==> src/sv/csl_pkg.sv <==
`timescale 1ns / 1ps

package csl_pkg;

  localparam int KEPT_CHARS = 6;
  localparam int LEN_W      = $clog2(KEPT_CHARS + 2);
  localparam int IDX_W      = $clog2(KEPT_CHARS);
  localparam int KIND_W     = 6;
  localparam int BYTE_W     = 8;

  localparam int RES_DEPTH  = 4;
  localparam int PTR_W      = $clog2(RES_DEPTH);
  localparam int CNT_W      = $clog2(RES_DEPTH + 1);

  typedef logic [KIND_W-1:0] kind_t;
  typedef logic [KEPT_CHARS-1:0][BYTE_W-1:0] lex_chars_t;

  localparam kind_t TK_ID            = 6'd0;
  localparam kind_t TK_NUMBER        = 6'd1;
  localparam kind_t TK_RESERVED      = 6'd2;
  localparam kind_t TK_OP_PLUS       = 6'd10;
  localparam kind_t TK_OP_MINUS      = 6'd11;
  localparam kind_t TK_OP_STAR       = 6'd12;
  localparam kind_t TK_OP_SLASH      = 6'd13;
  localparam kind_t TK_OP_ASSIGN     = 6'd14;
  localparam kind_t TK_OP_EQ         = 6'd15;
  localparam kind_t TK_OP_NE         = 6'd16;
  localparam kind_t TK_OP_GT         = 6'd17;
  localparam kind_t TK_OP_LT         = 6'd18;
  localparam kind_t TK_OP_GE         = 6'd19;
  localparam kind_t TK_OP_LE         = 6'd20;
  localparam kind_t TK_OPER_UNLISTED = 6'd21;
  localparam kind_t TK_DL_SEMI       = 6'd22;
  localparam kind_t TK_DL_COMMA      = 6'd23;
  localparam kind_t TK_DL_LPAREN     = 6'd24;
  localparam kind_t TK_DL_RPAREN     = 6'd25;
  localparam kind_t TK_DL_LBRACK     = 6'd26;
  localparam kind_t TK_DL_RBRACK     = 6'd27;
  localparam kind_t TK_DL_LBRACE     = 6'd28;
  localparam kind_t TK_DL_RBRACE     = 6'd29;
  localparam kind_t TK_ERROR         = 6'd30;
  localparam kind_t TK_ACCEPT        = 6'd31;
  localparam kind_t TK_REJECT        = 6'd32;

  // reserved words, space padded, first character in the top byte
  localparam int NUM_WORDS = 8;
  localparam int WORD_MAX  = 6;
  localparam logic [BYTE_W*WORD_MAX-1:0] WORD_TEXT [NUM_WORDS] = '{
    "if    ", "else  ", "while ", "for   ", "int   ", "float ", "return", "void  "
  };
  localparam logic [2:0] WORD_LEN [NUM_WORDS] = '{
    3'd2, 3'd4, 3'd5, 3'd3, 3'd3, 3'd5, 3'd6, 3'd4
  };

  typedef struct packed {
    logic blank;
    logic letter;
    logic digit;
    logic oper;
    logic delim;
  } byte_class_t;

  // results caused by one item, at most two
  typedef struct packed {
    logic [1:0] count;
    kind_t      kind0;
    kind_t      kind1;
  } lex_res_t;

  typedef struct packed {
    logic  last;
    kind_t kind;
  } res_entry_t;

  function automatic byte_class_t classify(input logic [BYTE_W-1:0] b);
    byte_class_t c;
    c.blank  = (b == 8'h0A) || (b == 8'h09) || (b == " ");
    c.letter = ((b >= "A") && (b <= "Z")) || ((b >= "a") && (b <= "z"));
    c.digit  = ((b >= "0") && (b <= "9")) || (b == ".");
    c.oper   = (b == "=") || (b == "+") || (b == "-") || (b == "*") ||
               (b == "/") || (b == "<") || (b == ">") || (b == "!");
    c.delim  = (b == "(") || (b == ")") || (b == "[") || (b == "]") ||
               (b == "{") || (b == "}") || (b == ";") || (b == ",");
    return c;
  endfunction

  function automatic kind_t word_code(input lex_chars_t chars, input logic [LEN_W-1:0] len);
    kind_t code;
    logic  hit;
    code = TK_ID;
    for (int i = NUM_WORDS - 1; i >= 0; i--) begin
      hit = (len == LEN_W'(WORD_LEN[i]));
      for (int j = 0; j < WORD_MAX; j++) begin
        if ((j < int'(WORD_LEN[i])) &&
            (chars[j] != WORD_TEXT[i][BYTE_W*(WORD_MAX-1-j) +: BYTE_W])) begin
          hit = 1'b0;
        end
      end
      if (hit) begin
        code = TK_RESERVED + KIND_W'(i);
      end
    end
    return code;
  endfunction

  function automatic kind_t oper_code(input logic [BYTE_W-1:0] c0, input logic [BYTE_W-1:0] c1,
                                      input logic [LEN_W-1:0] len);
    kind_t code;
    code = TK_OPER_UNLISTED;
    if (len == LEN_W'(1)) begin
      unique case (c0)
        "+":     code = TK_OP_PLUS;
        "-":     code = TK_OP_MINUS;
        "*":     code = TK_OP_STAR;
        "/":     code = TK_OP_SLASH;
        "=":     code = TK_OP_ASSIGN;
        ">":     code = TK_OP_GT;
        "<":     code = TK_OP_LT;
        default: code = TK_OPER_UNLISTED;
      endcase
    end else if ((len == LEN_W'(2)) && (c1 == "=")) begin
      unique case (c0)
        "=":     code = TK_OP_EQ;
        "!":     code = TK_OP_NE;
        ">":     code = TK_OP_GE;
        "<":     code = TK_OP_LE;
        default: code = TK_OPER_UNLISTED;
      endcase
    end
    return code;
  endfunction

  function automatic kind_t delim_code(input logic [BYTE_W-1:0] c0);
    kind_t code;
    unique case (c0)
      ";":     code = TK_DL_SEMI;
      ",":     code = TK_DL_COMMA;
      "(":     code = TK_DL_LPAREN;
      ")":     code = TK_DL_RPAREN;
      "[":     code = TK_DL_LBRACK;
      "]":     code = TK_DL_RBRACK;
      "{":     code = TK_DL_LBRACE;
      "}":     code = TK_DL_RBRACE;
      default: code = TK_DL_SEMI;
    endcase
    return code;
  endfunction

endpackage

==> src/sv/csl_lex.sv <==
`timescale 1ns / 1ps

module csl_lex (
  input  logic                      clk,
  input  logic                      rst_n,
  input  logic                      step_go,
  input  logic                      step_mode,
  input  logic [csl_pkg::BYTE_W-1:0] step_byte,
  output csl_pkg::lex_res_t         res
);

  import csl_pkg::*;

  typedef enum logic [5:0] {
    PH_START = 6'b000001,
    PH_WORD  = 6'b000010,
    PH_NUM   = 6'b000100,
    PH_OPER  = 6'b001000,
    PH_DELIM = 6'b010000,
    PH_TRAP  = 6'b100000
  } phase_t;

  phase_t            phase_r, phase_nxt;
  logic [LEN_W-1:0]  len_r, len_nxt;
  logic              err_r, err_nxt;
  lex_chars_t        chars_r;

  byte_class_t       cls;
  logic              chars_we;
  logic [IDX_W-1:0]  chars_idx;
  logic              start_go, push_go, trap_go;
  logic              pre_v, mid_v, fin_v;
  kind_t             pre_k, fin_k;

  assign cls = classify(step_byte);

  always_comb begin
    phase_nxt = phase_r;
    len_nxt   = len_r;
    err_nxt   = err_r;
    chars_we  = 1'b0;
    chars_idx = len_r[IDX_W-1:0];
    start_go  = 1'b0;
    push_go   = 1'b0;
    trap_go   = 1'b0;
    pre_v     = 1'b0;
    pre_k     = TK_ID;
    mid_v     = 1'b0;
    fin_v     = 1'b0;
    fin_k     = TK_ACCEPT;
    if (step_mode) begin
      // end of text: flush delimiter, late error, then verdict
      pre_v     = (phase_r == PH_DELIM);
      pre_k     = delim_code(chars_r[0]);
      mid_v     = (phase_r == PH_TRAP) && !err_r;
      fin_v     = 1'b1;
      fin_k     = (phase_r == PH_START) ? TK_ACCEPT : TK_REJECT;
      phase_nxt = PH_START;
      len_nxt   = '0;
      err_nxt   = 1'b0;
    end else begin
      unique case (phase_r)
        PH_WORD: begin
          if (cls.blank || cls.oper || cls.delim) begin
            pre_v    = 1'b1;
            pre_k    = word_code(chars_r, len_r);
            start_go = 1'b1;
          end else if (cls.letter || cls.digit) begin
            push_go = 1'b1;
          end else begin
            trap_go = 1'b1;
          end
        end
        PH_NUM: begin
          if (cls.blank || cls.oper || cls.delim) begin
            pre_v    = 1'b1;
            pre_k    = TK_NUMBER;
            start_go = 1'b1;
          end else if (cls.letter) begin
            // error is reported with the next item
            push_go   = 1'b1;
            phase_nxt = PH_TRAP;
          end else if (cls.digit) begin
            push_go = 1'b1;
          end else begin
            trap_go = 1'b1;
          end
        end
        PH_OPER: begin
          if (cls.blank || cls.letter || cls.digit) begin
            pre_v    = 1'b1;
            pre_k    = oper_code(chars_r[0], chars_r[1], len_r);
            start_go = 1'b1;
          end else if (cls.oper) begin
            push_go = 1'b1;
            if (len_r >= LEN_W'(2)) begin
              phase_nxt = PH_TRAP;
            end
          end else begin
            trap_go = 1'b1;
          end
        end
        PH_DELIM: begin
          pre_v    = 1'b1;
          pre_k    = delim_code(chars_r[0]);
          start_go = 1'b1;
        end
        PH_TRAP: begin
          trap_go = 1'b1;
        end
        PH_START: begin
          start_go = 1'b1;
        end
        default: begin
          start_go = 1'b1;
        end
      endcase

      if (push_go) begin
        chars_we = (len_r < LEN_W'(KEPT_CHARS));
        if (len_r <= LEN_W'(KEPT_CHARS)) begin
          len_nxt = len_r + LEN_W'(1);
        end
      end

      if (start_go) begin
        len_nxt   = '0;
        chars_idx = '0;
        if (cls.blank) begin
          phase_nxt = PH_START;
        end else if (cls.letter || cls.digit || cls.oper || cls.delim) begin
          chars_we = 1'b1;
          len_nxt  = LEN_W'(1);
          if (cls.letter) begin
            phase_nxt = PH_WORD;
          end else if (cls.digit) begin
            phase_nxt = PH_NUM;
          end else if (cls.oper) begin
            phase_nxt = PH_OPER;
          end else begin
            phase_nxt = PH_DELIM;
          end
        end else begin
          trap_go = 1'b1;
        end
      end

      if (trap_go) begin
        phase_nxt = PH_TRAP;
        mid_v     = !err_r;
        err_nxt   = 1'b1;
      end
    end
  end

  // pack the up to two valid slots in order
  always_comb begin
    res.count = step_go ? (2'(pre_v) + 2'(mid_v) + 2'(fin_v)) : 2'd0;
    res.kind0 = pre_v ? pre_k : (mid_v ? TK_ERROR : fin_k);
    res.kind1 = (pre_v && mid_v) ? TK_ERROR : fin_k;
  end

  always_ff @(posedge clk) begin
    if (!rst_n) begin
      phase_r <= PH_START;
      len_r   <= '0;
      err_r   <= 1'b0;
    end else if (step_go) begin
      phase_r <= phase_nxt;
      len_r   <= len_nxt;
      err_r   <= err_nxt;
    end
  end

  always_ff @(posedge clk) begin
    if (step_go && chars_we) begin
      chars_r[chars_idx] <= step_byte;
    end
  end

endmodule

==> src/sv/csl_res_fifo.sv <==
`timescale 1ns / 1ps

module csl_res_fifo (
  input  logic              clk,
  input  logic              rst_n,
  input  csl_pkg::lex_res_t push,
  input  logic              pop,
  output csl_pkg::kind_t    head_kind,
  output logic              head_last,
  output logic              head_valid,
  output logic              room2
);

  import csl_pkg::*;

  res_entry_t        mem_r [RES_DEPTH];
  logic [PTR_W-1:0]  wr_ptr_r, wr_ptr_nxt;
  logic [PTR_W-1:0]  rd_ptr_r, rd_ptr_nxt;
  logic [CNT_W-1:0]  cnt_r, cnt_nxt;
  res_entry_t        head;

  assign head       = mem_r[rd_ptr_r];
  assign head_kind  = head.kind;
  assign head_last  = head.last;
  assign head_valid = (cnt_r != '0);
  assign room2      = (cnt_r <= CNT_W'(RES_DEPTH - 2));

  always_comb begin
    wr_ptr_nxt = wr_ptr_r + PTR_W'(push.count);
    rd_ptr_nxt = rd_ptr_r + PTR_W'(pop);
    cnt_nxt    = cnt_r + CNT_W'(push.count) - CNT_W'(pop);
  end

  always_ff @(posedge clk) begin
    if (push.count != 2'd0) begin
      mem_r[wr_ptr_r] <= '{last: (push.count == 2'd1), kind: push.kind0};
    end
    if (push.count == 2'd2) begin
      mem_r[wr_ptr_r + PTR_W'(1)] <= '{last: 1'b1, kind: push.kind1};
    end
  end

  always_ff @(posedge clk) begin
    if (!rst_n) begin
      wr_ptr_r <= '0;
      rd_ptr_r <= '0;
      cnt_r    <= '0;
    end else begin
      wr_ptr_r <= wr_ptr_nxt;
      rd_ptr_r <= rd_ptr_nxt;
      cnt_r    <= cnt_nxt;
    end
  end

endmodule

==> src/sv/c_subset_lexer_core.sv <==
`timescale 1ns / 1ps
// Lexer for a small C subset, one text byte per request.
// Input channel: in_tdata carries the text byte, in_tuser marks end of text
// (the byte is then ignored). Output channel: out_tdata[5:0] is the token
// code, out_tlast marks the final token caused by one input request.
// A request causes zero, one or two tokens: a token when a lexeme closes,
// an error once per trapped text, and at end of text an accept or reject
// verdict, after which the lexer state returns to its reset values.
// A request is held in the input register until the queue has room for two
// tokens; its tokens are then written into the queue that drives out_tvalid.
// Throughput: one request per cycle. The lexer step is one pass of logic
// between the input register and a four-entry result queue; tokens leave
// the queue at one per cycle while out_tready is high, so the two tokens of
// one request leave in turn, and input is held off only while the queue lacks
// room for two tokens.
// When the receiver stalls, tokens wait in the queue and in_tready drops
// once the input register is full and the queue cannot take two more.
// Reset (synchronous, rst_n low) empties the queue and the input register
// and returns the lexer to its start phase with no error reported.
module c_subset_lexer_core (
  input  logic       clk,
  input  logic       rst_n,
  input  logic       in_tvalid,
  output logic       in_tready,
  input  logic [7:0] in_tdata,   // [7:0] text_byte
  input  logic       in_tuser,   // [0] mode: 1 = end of text
  output logic       out_tvalid,
  input  logic       out_tready,
  output logic [7:0] out_tdata,  // [5:0] token_kind, [7:6] zero
  output logic       out_tlast
);

  import csl_pkg::*;

  logic              s_valid_r, s_valid_nxt;
  logic              s_mode_r;
  logic [BYTE_W-1:0] s_byte_r;
  logic              in_fire, step_go, room2;
  lex_res_t          res;
  kind_t             head_kind;

  assign step_go   = s_valid_r && room2;
  assign in_tready = !s_valid_r || step_go;
  assign in_fire   = in_tvalid && in_tready;

  always_comb begin
    s_valid_nxt = s_valid_r;
    if (in_fire) begin
      s_valid_nxt = 1'b1;
    end else if (step_go) begin
      s_valid_nxt = 1'b0;
    end
  end

  always_ff @(posedge clk) begin
    if (!rst_n) begin
      s_valid_r <= 1'b0;
    end else begin
      s_valid_r <= s_valid_nxt;
    end
  end

  always_ff @(posedge clk) begin
    if (in_fire) begin
      s_mode_r <= in_tuser;
      s_byte_r <= in_tdata;
    end
  end

  csl_lex u_lex (
    .clk       (clk),
    .rst_n     (rst_n),
    .step_go   (step_go),
    .step_mode (s_mode_r),
    .step_byte (s_byte_r),
    .res       (res)
  );

  csl_res_fifo u_res_fifo (
    .clk        (clk),
    .rst_n      (rst_n),
    .push       (res),
    .pop        (out_tvalid && out_tready),
    .head_kind  (head_kind),
    .head_last  (out_tlast),
    .head_valid (out_tvalid),
    .room2      (room2)
  );

  assign out_tdata = {{(8 - KIND_W){1'b0}}, head_kind};

  // end of text always yields at least the verdict
  a_end_has_verdict: assert property (@(posedge clk) disable iff (!rst_n)
    step_go && s_mode_r |-> res.count != 2'd0)
    else $error("end of text produced no token");

  // a request waiting for queue room keeps its payload
  a_stage_hold: assert property (@(posedge clk) disable iff (!rst_n)
    s_valid_r && !step_go |=> s_valid_r && $stable(s_byte_r) && $stable(s_mode_r))
    else $error("stalled input request lost or changed");

  // no step may push more than two tokens
  a_push_bound: assert property (@(posedge clk) disable iff (!rst_n)
    step_go |-> res.count != 2'd3)
    else $error("lexer step pushed more than two tokens");

endmodule

==> config.mk <==
export PLATFORM = sky130hd
export DESIGN_NAME = c_subset_lexer_core
export DESIGN_NICKNAME = d
export VERILOG_FILES = /design/src/sv/csl_pkg.sv /design/src/sv/csl_lex.sv /design/src/sv/csl_res_fifo.sv /design/src/sv/c_subset_lexer_core.sv
export SDC_FILE = /design/constraint.sdc
export NUM_CORES = 1
export LEC_CHECK = 0
export ABC_AREA = 1
export BUFFER_PORTS_ARGS = -buffer_cell sky130_fd_sc_hd__buf_2
export CAP_MARGIN = 20
export CELL_PAD_IN_SITES_DETAIL_PLACEMENT = 0
export CELL_PAD_IN_SITES_GLOBAL_PLACEMENT = 1
export CORE_ASPECT_RATIO = 0.6
export CORE_UTILIZATION = 46
export DETAILED_ROUTE_END_ITERATION = 12
export PLACE_DENSITY = 0.87
export REMOVE_ABC_BUFFERS = 1
export SLEW_MARGIN = 25
export SYNTH_ARGS = -nofsm -noshare
export SYNTH_HDL_FRONTEND = slang
export SYNTH_SLANG_ARGS = --single-unit
==> constraint.sdc <==
create_clock -name clk -period 4.5 [get_ports clk]
set_input_delay 0.45 -clock clk [delete_from_list [all_inputs] [get_ports clk]]
set_output_delay 0.45 -clock clk [all_outputs]
set_load 0.01 [all_outputs]
==> parameters.txt <==
Parameter                              Value

Global routing
  Antenna violations before repair    0
  Largest net degree at the start of global routing    18
  Global-route wire length before repair    25.27 mm
  Remaining global-route overflow    0
  Total routing resource utilization after global routing    24.30%
  Via count of the first global-routing pass    4,833

Power
  Int Power    1.716 mW
  Sequential share of power    47.0%
  Worst IR drop on VDD    0.2381 mV
  Total power    2.487 mW
  Power share of the combinational group    21.5%
  Share of total power in the clock network    31.5%
  Leakage dissipation    2.931 nW
  Pwr/cell area    377.0 nW/um^2
  Proportion of total power due to net switching    30.99%
  Net load switching power    0.7706 mW

Critical path
  CP top delay family    simple AND/OR/NAND/NOR gates
  Critical path endpoint category    flip-flop
  Flop2flop setup slack    0.45 ns
  Worst reg2reg path startpoint    s_byte_r[3]
  Start point of the critical path    s_byte_r[3]
  Number of buffer and inverter stages on the critical path    4
  FF-to-FF End    u_res_fifo.mem_r[3][0]
  Worst path arrival time    4.08 ns
  Most repeated library cell on the critical path    sky130_fd_sc_hd__nand2_1
  Register-to-Register Path Depth    19
  Critical path required time    4.53 ns
  Startpoint Class    flip-flop
  Critical-path cell list    nand2_1, nand2_1, inv_1, nand2_1, o21a_2, nand4_1, nand2_2, nand3_2, nand2_1, nand3_1, nand2_1, inv_1, ha_1, inv_1, nor2_1, nor2_1, nor2_1, inv_1, nand2_1
  Largest stage delay on the critical path    0.66 ns
  Largest fanout of any net on the critical path    12
  Slowest cell on the critical path    sky130_fd_sc_hd__edfxtp_1
  Type of the worst setup path    flip-flop to flip-flop

STA
  Setup TNS    0 ns
  Part of the cycle the worst path needs    89.89%
  Final number of hold-violating endpoints    0
  Period minus WS final    4.045 ns
  FMAX    247.2 MHz
  Hold WS    0.2787 ns
  Final number of setup-violating endpoints    0
  Crit path setup slack, layout    0.4548 ns
  Setup repair after global routing missed its margin    false
  Clock Skew    0.008316 ns
  Count of final max-slew check failures    0
  Actual slew at the worst max-slew pin    0.9411 ns
  Headroom to the max-slew limit    37.26%

Hold path
  Hold Path Cell Cnt    1
  Worst Min Path Start    in_tuser
  Hold Crit Class    primary input to flip-flop
  Hold Path End    s_mode_r

Layout
  Layout cell share with drive strength beyond 1    9.670%
  Count of filler cells inserted in the layout    1,156
  Final core utilization    53.31%
  Commonest cells after routing, fill and taps aside    sky130_fd_sc_hd__nand2_1, sky130_fd_sc_hd__nor2_1, sky130_fd_sc_hd__inv_1
  Final Instance Count excl. Fillers    982
  Antenna Cells    0
  Most common library cell in the layout ignoring fill and taps    sky130_fd_sc_hd__nand2_1
  Final cell area excluding filler cells    6596 sq um
  Final net count    837
  Synthesis-to-layout area growth    9.765%

Yosys
  Count of unique library cells instantiated by Yosys    42
  Warnings from Yosys    0
  EDFF count, synth    81
  Post-synthesis average cell area    7.655 sq um
  Async set-or-reset flop fraction in the synthesized netlist    0%
  Synthesized flop and latch total    103
  Mapped cell area    6010 sq um
  Part of the Yosys area used for sequential elements    47.80%
  Number of instances in the synthesized netlist    785
  Commonest register cell after synthesis    sky130_fd_sc_hd__edfxtp_1

Clock tree
  Number of buffers inserted to repair setup after CTS    0
  Insertion delay of the later-clocked pin in the worst-skew pair    0.35 ns
  Clock buffer depth    2
  Clock-pin slew on the worst setup and hold paths    0.07 ns
  CTS Hold Bufs    0
  Clock tree from TritonCTS    yes
  Post-cts repair resize count    0
  Number of clock sinks    103
  Number of buffers inserted during clock tree synthesis    9
  Clock root cell    sky130_fd_sc_hd__clkbuf_16
  CTS H-tree depth    3

Routing
  Wire length per cell after detailed routing    15.78 um
  Detailed router's first-iteration violation count    511
  Final routed DRC violation total    0
  Post-route ant nets    0
  Via count    5,361
  Drt first pass iters    5
  Via-per-instance ratio    5.459
  Total length of routed wires    15.50 mm

Floorplanning
  Die Span Y    90.54 um
  Starting density of the core    48.57%
  DIE WIDTH    149.6 um
  Area of the die    13,540 sq um
  Count of boundary I/O pins    24
  Site Rows    31
  Area of the core    12,370 sq um

Place
  Detailed placer's ending HPWL    12.18 mm
  Routability-driven placement congestion ratio    0.9567
  Dpl cell area    6299 sq um
  Dpl ws    0.5124 ns
  Cell Count Post-Placement    966
  Number of buffers added on ports    21

Flow run
  Number of max-cap violations    0

Run status
  Outcome    completed
[routing by layer]
metal  share of wire [%]  track usage (%)  vias to the layer above  wire (um)
li1                    -                -                     2635          -
met1                  52            39.87                     2481       8113
met2                  37            31.91                      232       5765
met3                 9.7            5.000                       13       1501
met4                0.74            4.592                        0        115
met5                   0                0                        -          0
[flip-flops by register name, summed over array words and instances (netlist names)]
signal / cells
u_lex.phase_r: 6
s_valid_r: 1
u_res_fifo.cnt_r: 3
u_lex.err_r: 1
u_res_fifo.wr_ptr_r: 2
u_lex.len_r: 3
u_res_fifo.rd_ptr_r: 2
s_byte_r: 8
u_lex.chars_r: 48
s_mode_r: 1
u_res_fifo.mem_r: 28
[cell families after synthesis]
| family | share of synthesized area [%] |
|---|---|
| fa+ha+maj | 2.623 |
| xor+xnor | 0.5831 |
| simple gates | 32.96 |
| buf+inv | 8.432 |
| compound gates | 7.537 |
| other cells | 0.06240 |
| flops | 47.80 |
[final cells by class]
cell class | instances | area [sq um] | area share, %
clock buffers | 9 | 225.2 | 3.414
clock inverters | 7 | 72.57 | 1.100
inverters | 118 | 442.9 | 6.715
multi-input cells | 554 | 2634 | 39.93
flip-flops and latches | 103 | 2873 | 43.55
well taps | 165 | 206.4 | 3.130
repair buffers | 26 | 142.6 | 2.162
[cells in the mapped netlist, types with 4 or more instances]
cell                       instances  area (sq um)
sky130_fd_sc_hd__inv_1           107         401.6
sky130_fd_sc_hd__nand2_1         200         750.7
sky130_fd_sc_hd__o21ai_1           9         45.04
sky130_fd_sc_hd__a21oi_1          18         90.09
sky130_fd_sc_hd__o21ai_0          31         155.2
sky130_fd_sc_hd__dfxtp_1          22         440.4
sky130_fd_sc_hd__clkbuf_1          6         22.52
sky130_fd_sc_hd__edfxtp_1         81          2432
sky130_fd_sc_hd__nand3_1          58         290.3
sky130_fd_sc_hd__ha_1             11         137.6
sky130_fd_sc_hd__inv_2             8         30.03
sky130_fd_sc_hd__nor4_1            7         43.79
sky130_fd_sc_hd__nand3_2           4         40.04
sky130_fd_sc_hd__nor2_2            9         56.30
sky130_fd_sc_hd__nand4_1          21         131.4
sky130_fd_sc_hd__nor3_1           20         100.1
sky130_fd_sc_hd__nand2_2           7         43.79
sky130_fd_sc_hd__buf_4             4         30.03
sky130_fd_sc_hd__nor2_1          126         473.0
sky130_fd_sc_hd__o22ai_1           7         43.79
[worst max-delay path by stage]
stage          depth (start not counted)                      to
6_report                              19  u_res_fifo.mem_r[3][0]
5_1_grt                               20  u_res_fifo.mem_r[3][0]
4_1_cts                               19  u_res_fifo.mem_r[3][0]
3_5_place_dp                          19  u_res_fifo.mem_r[3][3]
3_3_place_gp                          19  u_res_fifo.mem_r[3][1]
2_1_floorplan                         20     u_res_fifo.cnt_r[2]
[worst reg2reg max path: cells and delay by family, from the launching register on]
kind	cells	cell delay, ns
adder cells (fa/ha/maj)	1	0.30
AO/OA/AOI/OAI	1	0.16
flip-flops	1	0.66
AND/OR/NAND/NOR	13	2.28
buffers and inverters	4	0.33
[power by group through the flow]
stage | sequential (mW) | clock (mW) | combinational [mW]
2_1_floorplan | 1.17 | 0 | 0.360
3_3_place_gp | 1.19 | 0 | 0.521
3_5_place_dp | 1.19 | 0 | 0.529
4_1_cts | 1.17 | 0.793 | 0.532
5_1_grt | 1.18 | 0.827 | 0.606
6_report | 1.17 | 0.782 | 0.535
No activity file was read; power rests on OpenSTA's default activity.
